## config.mk

```make
export PLATFORM = sky130hd
export DESIGN_NAME = vertex_normal_format_decode
export DESIGN_NICKNAME = d
export VERILOG_FILES = /design/src/sv/vnfd_pkg.sv /design/src/sv/vnfd_lane.sv /design/src/sv/vertex_normal_format_decode.sv
export SDC_FILE = /design/constraint.sdc
export NUM_CORES = 2
export LEC_CHECK = 0
export BUFFER_PORTS_ARGS = -buffer_cell sky130_fd_sc_hd__buf_2
export CAP_MARGIN = 40
export CORE_MARGIN = 1.5
export CORE_UTILIZATION = 55
export CTS_BUF_LIST = sky130_fd_sc_hd__clkbuf_4 sky130_fd_sc_hd__clkbuf_8
export CTS_CLUSTER_SIZE = 25
export DETAILED_ROUTE_END_ITERATION = 7
export PLACE_DENSITY = 0.75
export SYNTH_ARGS = -nofsm -noshare
export SYNTH_HDL_FRONTEND = slang
export SYNTH_SLANG_ARGS = --single-unit
```

## constraint.sdc

```tcl
create_clock -name i_clk -period 7.1 [get_ports i_clk]
set_input_delay 1.42 -clock i_clk [delete_from_list [all_inputs] [get_ports i_clk]]
set_output_delay 1.42 -clock i_clk [all_outputs]
set_load 0.02 [all_outputs]
```

## src/sv/vnfd_pkg.sv

```systemverilog
// ----------------------------------------------------------------------------
// vnfd_pkg
// Types and constants shared by the vertex normal format decoder.
// ----------------------------------------------------------------------------
package vnfd_pkg;

    typedef struct packed {
        logic [2:0]  mode;
        logic [63:0] raw_low;
        logic [31:0] raw_high;
    } t_in;

    typedef struct packed {
        logic [31:0] x_bits;
        logic [31:0] y_bits;
        logic [31:0] z_bits;
    } t_out;

    localparam logic [2:0] MODE_FLOAT3  = 3'd0;
    localparam logic [2:0] MODE_HALF2   = 3'd1;
    localparam logic [2:0] MODE_SNORM16 = 3'd2;
    localparam logic [2:0] MODE_DEC3N   = 3'd3;
    localparam logic [2:0] MODE_UNORM8  = 3'd4;

    // per-lane decode kind
    typedef enum logic [2:0] {
        K_PASS,
        K_HALF,
        K_SN16,
        K_DEC,
        K_UN8
    } t_kind;

    localparam int LANES = 3;
    localparam int LAT   = 8;

    // divisors: snorm16 by 32767, dec3n by 511, unorm8 as 2b by 255
    localparam logic [14:0] C_SN16 = 15'd32767;
    localparam logic [14:0] C_DEC  = 15'd511;
    localparam logic [14:0] C_UN8  = 15'd255;

    // reciprocals floor(2^(P+16)/C), P = 25, 19, 18
    localparam logic [26:0] R_SN16 = 27'd67110912;
    localparam logic [26:0] R_DEC  = 27'd67240192;
    localparam logic [26:0] R_UN8  = 27'd67372036;

    // biased exponent when quotient top bit is bit 25: 152 - P
    localparam logic [8:0] E0_SN16 = 9'd127;
    localparam logic [8:0] E0_DEC  = 9'd133;
    localparam logic [8:0] E0_UN8  = 9'd134;

    localparam logic [32:0] ONE_FIX = 33'h0_4000_0000; // 1.0 in units of 2^-30

endpackage

```

## src/sv/vnfd_lane.sv

```systemverilog
// ----------------------------------------------------------------------------
// vnfd_lane
// One component: half widening, pass-through, or integer / constant with
// round to nearest even, followed by the unorm8 minus-one step.
// ----------------------------------------------------------------------------
module vnfd_lane (
    input  logic                 i_clk,
    input  vnfd_pkg::t_kind      i_kind,
    input  logic [15:0]          i_field,
    input  logic [31:0]          i_pass,
    output logic [31:0]          o_bits
);
    import vnfd_pkg::*;

    // stage 1: magnitude, normalize, half widen
    t_kind       r1_kind, r2_kind, r3_kind, r4_kind, r5_kind, r6_kind, r7_kind;
    logic        r1_sign, r2_sign, r3_sign, r4_sign;
    logic        r1_zero, r2_zero, r3_zero, r4_zero, r5_zero, r6_zero, r7_zero;
    logic [15:0] r1_an;
    logic [3:0]  r1_lz, r2_lz, r3_lz, r4_lz;
    logic [31:0] r1_res, r2_res, r3_res, r4_res, r5_res, r6_res, r7_res;

    logic        n1_sign, n1_zero;
    logic [15:0] n1_an;
    logic [3:0]  n1_lz;
    logic [31:0] n1_res;
    logic [15:0] mag;
    logic [9:0]  dec_abs;
    logic [4:0]  h_ex;
    logic [9:0]  h_man;
    logic [3:0]  h_lz;
    logic [10:0] h_sh;

    always_comb begin
        mag     = 16'd0;
        n1_sign = 1'b0;
        dec_abs = 10'd0;
        h_ex    = i_field[14:10];
        h_man   = i_field[9:0];
        h_lz    = 4'd0;
        h_sh    = 11'd0;
        n1_res  = i_pass;
        case (i_kind)
            K_SN16: begin
                n1_sign = i_field[15];
                mag     = i_field[15] ? (~i_field + 16'd1) : i_field;
            end
            K_DEC: begin
                n1_sign = i_field[9];
                dec_abs = i_field[9] ? (~i_field[9:0] + 10'd1) : i_field[9:0];
                mag     = {6'd0, dec_abs};
            end
            K_UN8: begin
                mag = {7'd0, i_field[7:0], 1'b0};
            end
            K_HALF: begin
                for (int k = 0; k < 10; k++) begin
                    if (h_man[k]) h_lz = 4'(9 - k);
                end
                h_sh = {1'b0, h_man} << (h_lz + 4'd1);
                if (h_ex == 5'd0) begin
                    if (h_man == 10'd0) begin
                        n1_res = {i_field[15], 31'd0};
                    end else begin
                        n1_res = {i_field[15], 8'(8'd112 - {4'd0, h_lz}), h_sh[9:0], 13'd0};
                    end
                end else if (h_ex == 5'h1F) begin
                    n1_res = {i_field[15], 8'hFF, h_man, 13'd0};
                end else begin
                    n1_res = {i_field[15], 8'({3'd0, h_ex} + 8'd112), h_man, 13'd0};
                end
            end
            default: begin
                n1_res = i_pass;
            end
        endcase
        n1_lz = 4'd0;
        for (int k = 0; k < 16; k++) begin
            if (mag[k]) n1_lz = 4'(15 - k);
        end
        n1_an   = mag << n1_lz;
        n1_zero = (mag == 16'd0);
    end

    always_ff @(posedge i_clk) begin
        r1_kind <= i_kind;
        r1_sign <= n1_sign;
        r1_zero <= n1_zero;
        r1_an   <= n1_an;
        r1_lz   <= n1_lz;
        r1_res  <= n1_res;
    end

    // stage 2: reciprocal multiply
    logic [26:0] recip;
    logic [42:0] n2_prod, r2_prod;
    logic [41:0] n2_num, r2_num;

    always_comb begin
        case (r1_kind)
            K_SN16: begin
                recip  = R_SN16;
                n2_num = 42'({r1_an, 25'd0});
            end
            K_DEC: begin
                recip  = R_DEC;
                n2_num = 42'({r1_an, 19'd0});
            end
            K_UN8: begin
                recip  = R_UN8;
                n2_num = 42'({r1_an, 18'd0});
            end
            default: begin
                recip  = 27'd0;
                n2_num = 42'd0;
            end
        endcase
        n2_prod = 43'(r1_an) * 43'(recip);
    end

    always_ff @(posedge i_clk) begin
        r2_kind <= r1_kind;
        r2_sign <= r1_sign;
        r2_zero <= r1_zero;
        r2_lz   <= r1_lz;
        r2_res  <= r1_res;
        r2_prod <= n2_prod;
        r2_num  <= n2_num;
    end

    // stage 3: quotient estimate times divisor
    logic [14:0] divr;
    logic [26:0] r3_est;
    logic [41:0] n3_qc, r3_qc, r3_num;

    always_comb begin
        case (r2_kind)
            K_SN16:  divr = C_SN16;
            K_DEC:   divr = C_DEC;
            K_UN8:   divr = C_UN8;
            default: divr = 15'd1;
        endcase
        n3_qc = 42'(r2_prod[42:16]) * 42'(divr);
    end

    always_ff @(posedge i_clk) begin
        r3_kind <= r2_kind;
        r3_sign <= r2_sign;
        r3_zero <= r2_zero;
        r3_lz   <= r2_lz;
        r3_res  <= r2_res;
        r3_est  <= r2_prod[42:16];
        r3_qc   <= n3_qc;
        r3_num  <= r2_num;
    end

    // stage 4: remainder and one correction step
    logic [14:0] divr4;
    logic [41:0] rem;
    logic [16:0] rem_lo;
    logic        corr;
    logic [26:0] n4_q, r4_q;
    logic        n4_rnz, r4_rnz;

    always_comb begin
        case (r3_kind)
            K_SN16:  divr4 = C_SN16;
            K_DEC:   divr4 = C_DEC;
            K_UN8:   divr4 = C_UN8;
            default: divr4 = 15'd1;
        endcase
        rem    = r3_num - r3_qc;
        rem_lo = rem[16:0];
        corr   = (rem_lo >= {2'd0, divr4});
        n4_q   = r3_est + {26'd0, corr};
        n4_rnz = corr ? (rem_lo != {2'd0, divr4}) : (rem_lo != 17'd0);
    end

    always_ff @(posedge i_clk) begin
        r4_kind <= r3_kind;
        r4_sign <= r3_sign;
        r4_zero <= r3_zero;
        r4_lz   <= r3_lz;
        r4_res  <= r3_res;
        r4_q    <= n4_q;
        r4_rnz  <= n4_rnz;
    end

    // stage 5: round quotient to single
    logic        hi, g5, s5, up5;
    logic [23:0] m24;
    logic [24:0] m25;
    logic [8:0]  e0, be5;
    logic [31:0] n5_res;

    always_comb begin
        case (r4_kind)
            K_SN16:  e0 = E0_SN16;
            K_DEC:   e0 = E0_DEC;
            default: e0 = E0_UN8;
        endcase
        hi  = r4_q[26];
        m24 = hi ? r4_q[26:3] : r4_q[25:2];
        g5  = hi ? r4_q[2] : r4_q[1];
        s5  = (hi ? (r4_q[1] | r4_q[0]) : r4_q[0]) | r4_rnz;
        up5 = g5 & (s5 | m24[0]);
        m25 = {1'b0, m24} + {24'd0, up5};
        be5 = e0 + {8'd0, hi} - {5'd0, r4_lz} + {8'd0, m25[24]};
        if (r4_kind == K_SN16 || r4_kind == K_DEC || r4_kind == K_UN8) begin
            if (r4_zero) begin
                n5_res = 32'd0;
            end else begin
                n5_res = {r4_sign, be5[7:0], m25[24] ? 23'd0 : m25[22:0]};
            end
        end else begin
            n5_res = r4_res;
        end
    end

    always_ff @(posedge i_clk) begin
        r5_kind <= r4_kind;
        r5_zero <= r4_zero;
        r5_res  <= n5_res;
    end

    // stage 6: unorm8 fixed point minus one
    logic [3:0]  sh6;
    logic [31:0] fix6;
    logic [32:0] diff6;
    logic        n6_neg, r6_neg;
    logic [31:0] n6_mag, r6_mag;

    always_comb begin
        sh6    = 4'(r5_res[30:23] - 8'd120);
        fix6   = r5_zero ? 32'd0 : (32'({1'b1, r5_res[22:0]}) << sh6);
        diff6  = {1'b0, fix6} - ONE_FIX;
        n6_neg = diff6[32];
        n6_mag = n6_neg ? 32'(~diff6 + 33'd1) : diff6[31:0];
    end

    always_ff @(posedge i_clk) begin
        r6_kind <= r5_kind;
        r6_zero <= r5_zero;
        r6_res  <= r5_res;
        r6_neg  <= n6_neg;
        r6_mag  <= n6_mag;
    end

    // stage 7: normalize difference
    logic [4:0]  n7_lz, r7_lz;
    logic [31:0] n7_mn, r7_mn;
    logic        r7_neg;

    always_comb begin
        n7_lz = 5'd0;
        for (int k = 0; k < 32; k++) begin
            if (r6_mag[k]) n7_lz = 5'(31 - k);
        end
        n7_mn = r6_mag << n7_lz;
    end

    always_ff @(posedge i_clk) begin
        r7_kind <= r6_kind;
        r7_zero <= (r6_mag == 32'd0);
        r7_res  <= r6_res;
        r7_neg  <= r6_neg;
        r7_lz   <= n7_lz;
        r7_mn   <= n7_mn;
    end

    // stage 8: round difference and select
    logic        up8;
    logic [24:0] m8;
    logic [7:0]  be8;
    logic [31:0] n8_bits, r8_bits;

    always_comb begin
        up8 = r7_mn[7] & ((|r7_mn[6:0]) | r7_mn[8]);
        m8  = {1'b0, r7_mn[31:8]} + {24'd0, up8};
        be8 = 8'd128 - {3'd0, r7_lz} + {7'd0, m8[24]};
        if (r7_kind == K_UN8) begin
            n8_bits = r7_zero ? 32'd0 : {r7_neg, be8, m8[24] ? 23'd0 : m8[22:0]};
        end else begin
            n8_bits = r7_res;
        end
    end

    always_ff @(posedge i_clk) begin
        r8_bits <= n8_bits;
    end

    assign o_bits = r8_bits;

endmodule

```

## src/sv/vertex_normal_format_decode.sv

```systemverilog
// ----------------------------------------------------------------------------
// vertex_normal_format_decode
// Decodes one packed vertex attribute into three IEEE single components.
// ----------------------------------------------------------------------------
// Takes a word on every clock (o_busy stays low) and returns its result
// on o_out through the lane registers, marked by o_strobe for one cycle;
// the receiver cannot stall. Each lane runs the reciprocal-multiply divider
// (normalize, multiply, check, correct, round) and the unorm8 subtract,
// normalize and round stages, all in an eight-stage pipe per lane.
module vertex_normal_format_decode (
    input  logic             i_clk,
    input  logic             i_rst_n,
    input  logic             i_start,
    output logic             o_busy,
    input  vnfd_pkg::t_in    i_in,
    output logic             o_strobe,
    output vnfd_pkg::t_out   o_out
);
    import vnfd_pkg::*;

    logic [LAT-1:0] r_vld;
    logic [LAT-1:0] n_vld;

    t_kind       kind  [LANES];
    logic [15:0] field [LANES];
    logic [31:0] pass  [LANES];
    logic [31:0] bits  [LANES];

    always_comb begin
        pass[0] = i_in.raw_low[31:0];
        pass[1] = i_in.raw_low[63:32];
        pass[2] = i_in.raw_high;
        for (int i = 0; i < LANES; i++) begin
            kind[i]  = K_PASS;
            field[i] = 16'd0;
        end
        case (i_in.mode)
            MODE_HALF2: begin
                kind[0]  = K_HALF;
                kind[1]  = K_HALF;
                field[0] = i_in.raw_low[15:0];
                field[1] = i_in.raw_low[31:16];
                pass[2]  = 32'd0;
            end
            MODE_SNORM16: begin
                for (int i = 0; i < LANES; i++) begin
                    kind[i]  = K_SN16;
                    field[i] = i_in.raw_low[16*i +: 16];
                end
            end
            MODE_DEC3N: begin
                for (int i = 0; i < LANES; i++) begin
                    kind[i]  = K_DEC;
                    field[i] = {6'd0, i_in.raw_low[10*i +: 10]};
                end
            end
            MODE_UNORM8: begin
                for (int i = 0; i < LANES; i++) begin
                    kind[i]  = K_UN8;
                    field[i] = {8'd0, i_in.raw_low[8*i +: 8]};
                end
            end
            default: begin
                for (int i = 0; i < LANES; i++) begin
                    kind[i] = K_PASS;
                end
            end
        endcase
    end

    for (genvar g = 0; g < LANES; g++) begin : g_lane
        vnfd_lane u_lane (
            .i_clk   (i_clk),
            .i_kind  (kind[g]),
            .i_field (field[g]),
            .i_pass  (pass[g]),
            .o_bits  (bits[g])
        );
    end

    assign n_vld = {r_vld[LAT-2:0], i_start & ~o_busy};

    always_ff @(posedge i_clk) begin
        if (!i_rst_n) begin
            r_vld <= '0;
        end else begin
            r_vld <= n_vld;
        end
    end

    assign o_busy       = 1'b0;
    assign o_strobe     = r_vld[LAT-1];
    assign o_out.x_bits = bits[0];
    assign o_out.y_bits = bits[1];
    assign o_out.z_bits = bits[2];

endmodule

```

==> impl_metrics.toml <==
[floorplanning]
ios = 200
row_count = 141
coreArea_um2 = 147000
dieArea_um2 = 151000
die_w_um = 388
initial_core_util_pct = 55.3
die_y_um = 388

[finish]
post-route-util_pct = 60.7
final_cell_mix = "dfxtp_1 (1,450), inv_1 (776), nand2_1 (694)"
nFillCells = 12224
design_area_um2 = 89500
drive_above_1_share_pct = 10.6
area_growth_syn_to_layout_pct = 9.77
final_common_cell = "dfxtp_1"
multiInputGateArea_um2 = 48100
seq_area_um2 = 29000
nets = 9851

[sta]
setup_slack_ns = 0.440
final_max_slew_viol_count = 0
max_slew.worst_pin.slew_ns = 0.964
fin_setup_tns_ns = 0
fin_crit_sh_pct = 93.8
rsz0062_at_grt = "false"
setup_viol = 0
max_freq_mhz = 150
finalHoldViolCount = 0
relSlewSlack_pct = 35.7
finalCriticalPeriod_ns = 6.66
fin_skew_ns = 0.0789

[clocking]
tritoncts = "built"
clockBufferDepth = 3
cts_root_buffer = "clkbuf_8"
clkTransAtPathRegs_ns = 0.06
clk_latency_ns = 0.98
cts_max_level = 4
cts_setup_buffers = 0
cts_resized = 0
cts_hold_buf = 0
cts_buffers = 218
cts.sinks = 1451

[status]
status = "finished, final reports clean"

[flow_run]
maxCapViolCount = 0

[critical_path]
worstPathRequired_ns = 7.90
worstPathArrival_ns = 7.46
reg2reg_from = "g_lane[0].u_lane.r1_kind[2]"
crit_path_frequent_cell = "fa_1"
reg2reg_to = "g_lane[0].u_lane.r2_prod[42]"
crit_path_end_kind = "flip-flop"
slowest_delay_ns = 0.56
r2r_setup_slack_ns = 0.44
worstPathMaxFanout = 16
rr_worst_depth = 26
cp-start-kind = "flip-flop"
cp_slowest_cell = "fa_1"
path_class = "flip-flop to flip-flop"
critical_path_buf_inv_count = 4
crit_family = "adder cells"

[synthesis]
ys_ff_latch = 1451
ys_types = 126
synth-main-ff-cell = "dfxtp_1"
yosysSeqAreaShare_pct = 35.6
avgSynthCellArea_um2 = 9.61
synth_edf_count = 0
syn_area_um2 = 81500
yosys_warnings = 0
synthCells = 8480
async_flop_share_pct = 0

[place]
post-dp-hpwl_um = 164000
port-buffer-count = 198
gp_congestion = 0.961
dp_slack_ns = 0.474
dpl_cell_area_um2 = 84300

[hold_path]
min_path_type = "flip-flop to flip-flop"
worstHoldEndpoint = "g_lane[1].u_lane.r4_res[6]"
min_from = "g_lane[1].u_lane.r3_res[6]"
hold_depth = 0

[global_route]
antenna_found_initial = 24
grt_pass1_wl_um = 324000
grt_start_max_net_pins = 78
grtUsageTotal_pct = 26.9
met3_usage_pct = 5.17
grt-busiest-layer = "met2"
grt_overflow = 0
grt_pass1_vias = 59414
grt_util_met1_pct = 37.8
grt_use_met2_pct = 42.3

[detailed_routing]
drt_pass1_iterations = 6
wire_per_inst_um = 19.1
drtIter0Drc = 4841
wirelength_um = 206000
vias_per_cell = 5.62
ant_nets = 0
vias = 60642
drc = 0

[pwr]
power.leakage_uw = 0.0418
vdd_drop_max_mv = 0.244
p_per_area_nw_per_um2 = 337
where the power goes:
| part | leakage, uW | internal, uW | total [uW] | switching, uW |
|---|---|---|---|---|
| sequential | 0.0121 | 9770 | 11200 | 1480 |
| combinational | 0.0271 | 4670 | 11200 | 6570 |
| clock | 0.00267 | 4380 | 7700 | 3320 |
cell type report:
class	count	area share [%]
repair buffers	289	1.93
diodes	7	0.0196
flip-flops and latches	1451	32.5
well taps	1930	2.70
clock inverters	88	1.23
inverters	796	3.34
clock buffers	317	4.54
multi-input cells	5904	53.8
routing by layer:
metal / up-vias / share of wire, % / wire length [um]
met1: 28987 / 46 / 93800
met2: 2057 / 44 / 91500
li1: 29233 / - / -
met4: 20 / 2.4 / 4900
met5: - / 0.063 / 129
met3: 345 / 7.6 / 15700
metrics by stage:
step / power (uW) / instances / hold slack, ns
floorplan: 19300 / 8483 / 0.310
global placement: 22200 / 10363 / 0.309
detailed placement: 22500 / 10369 / 0.312
CTS: 30200 / 10774 / 0.268
global route: 32100 / 10779 / 0.263
finish: 30200 / 10782 / 0.285
logic make-up after synthesis:
kind of cell               Yosys count  share of synthesized area [%]
and+or+nand+nor                   2409                           14.6
DFF                               1451                           35.6
AOI/OAI and AO/OA                 1424                           11.7
buffers and inverters             1128                           5.44
adders and majority gates         1089                           20.6
xor gates and xnor gates           553                           5.95
muxes                              425                           6.12
other                                1                        0.00460
how the worst max path moves through the flow:
| stage | startpoint | to | cells after the start | slack, ns |
|---|---|---|---|---|
| floorplan | g_lane[0].u_lane.r1_kind[1] | g_lane[0].u_lane.r2_prod[42] | 24 | 0.57 |
| global placement | g_lane[0].u_lane.r1_kind[2] | g_lane[1].u_lane.r2_prod[40] | 26 | 0.60 |
| detailed placement | g_lane[0].u_lane.r1_kind[2] | g_lane[1].u_lane.r2_prod[40] | 26 | 0.47 |
| CTS | g_lane[0].u_lane.r1_kind[2] | g_lane[0].u_lane.r2_prod[42] | 25 | 0.44 |
| global route | g_lane[0].u_lane.r1_kind[2] | g_lane[1].u_lane.r2_prod[40] | 26 | 0.07 |
| finish | g_lane[0].u_lane.r1_kind[2] | g_lane[0].u_lane.r2_prod[42] | 26 | 0.44 |
cells in the mapped netlist, types with 52 or more instances:
library cell	n	area share, %
nand2_1	696	3.2
inv_1	776	3.6
a21o_1	52	0.48
mux2i_1	295	3.6
nand2b_1	83	0.64
a21oi_1	305	1.9
xor2_1	173	1.9
a22o_1	91	0.98
nor2b_1	82	0.63
a211oi_1	78	0.72
nor2_1	538	2.5
o21ai_0	340	2.1
nand3_1	210	1.3
clkbuf_1	239	1.1
fa_1	423	10
xnor2_1	379	4.1
nor3_1	119	0.73
ha_1	666	10
dfxtp_1	1451	36
mux2_2	72	0.99
o31ai_1	55	0.51
and2_1	315	2.4
and3_1	80	0.61
Note: power is estimated with default switching activity, not from simulation.
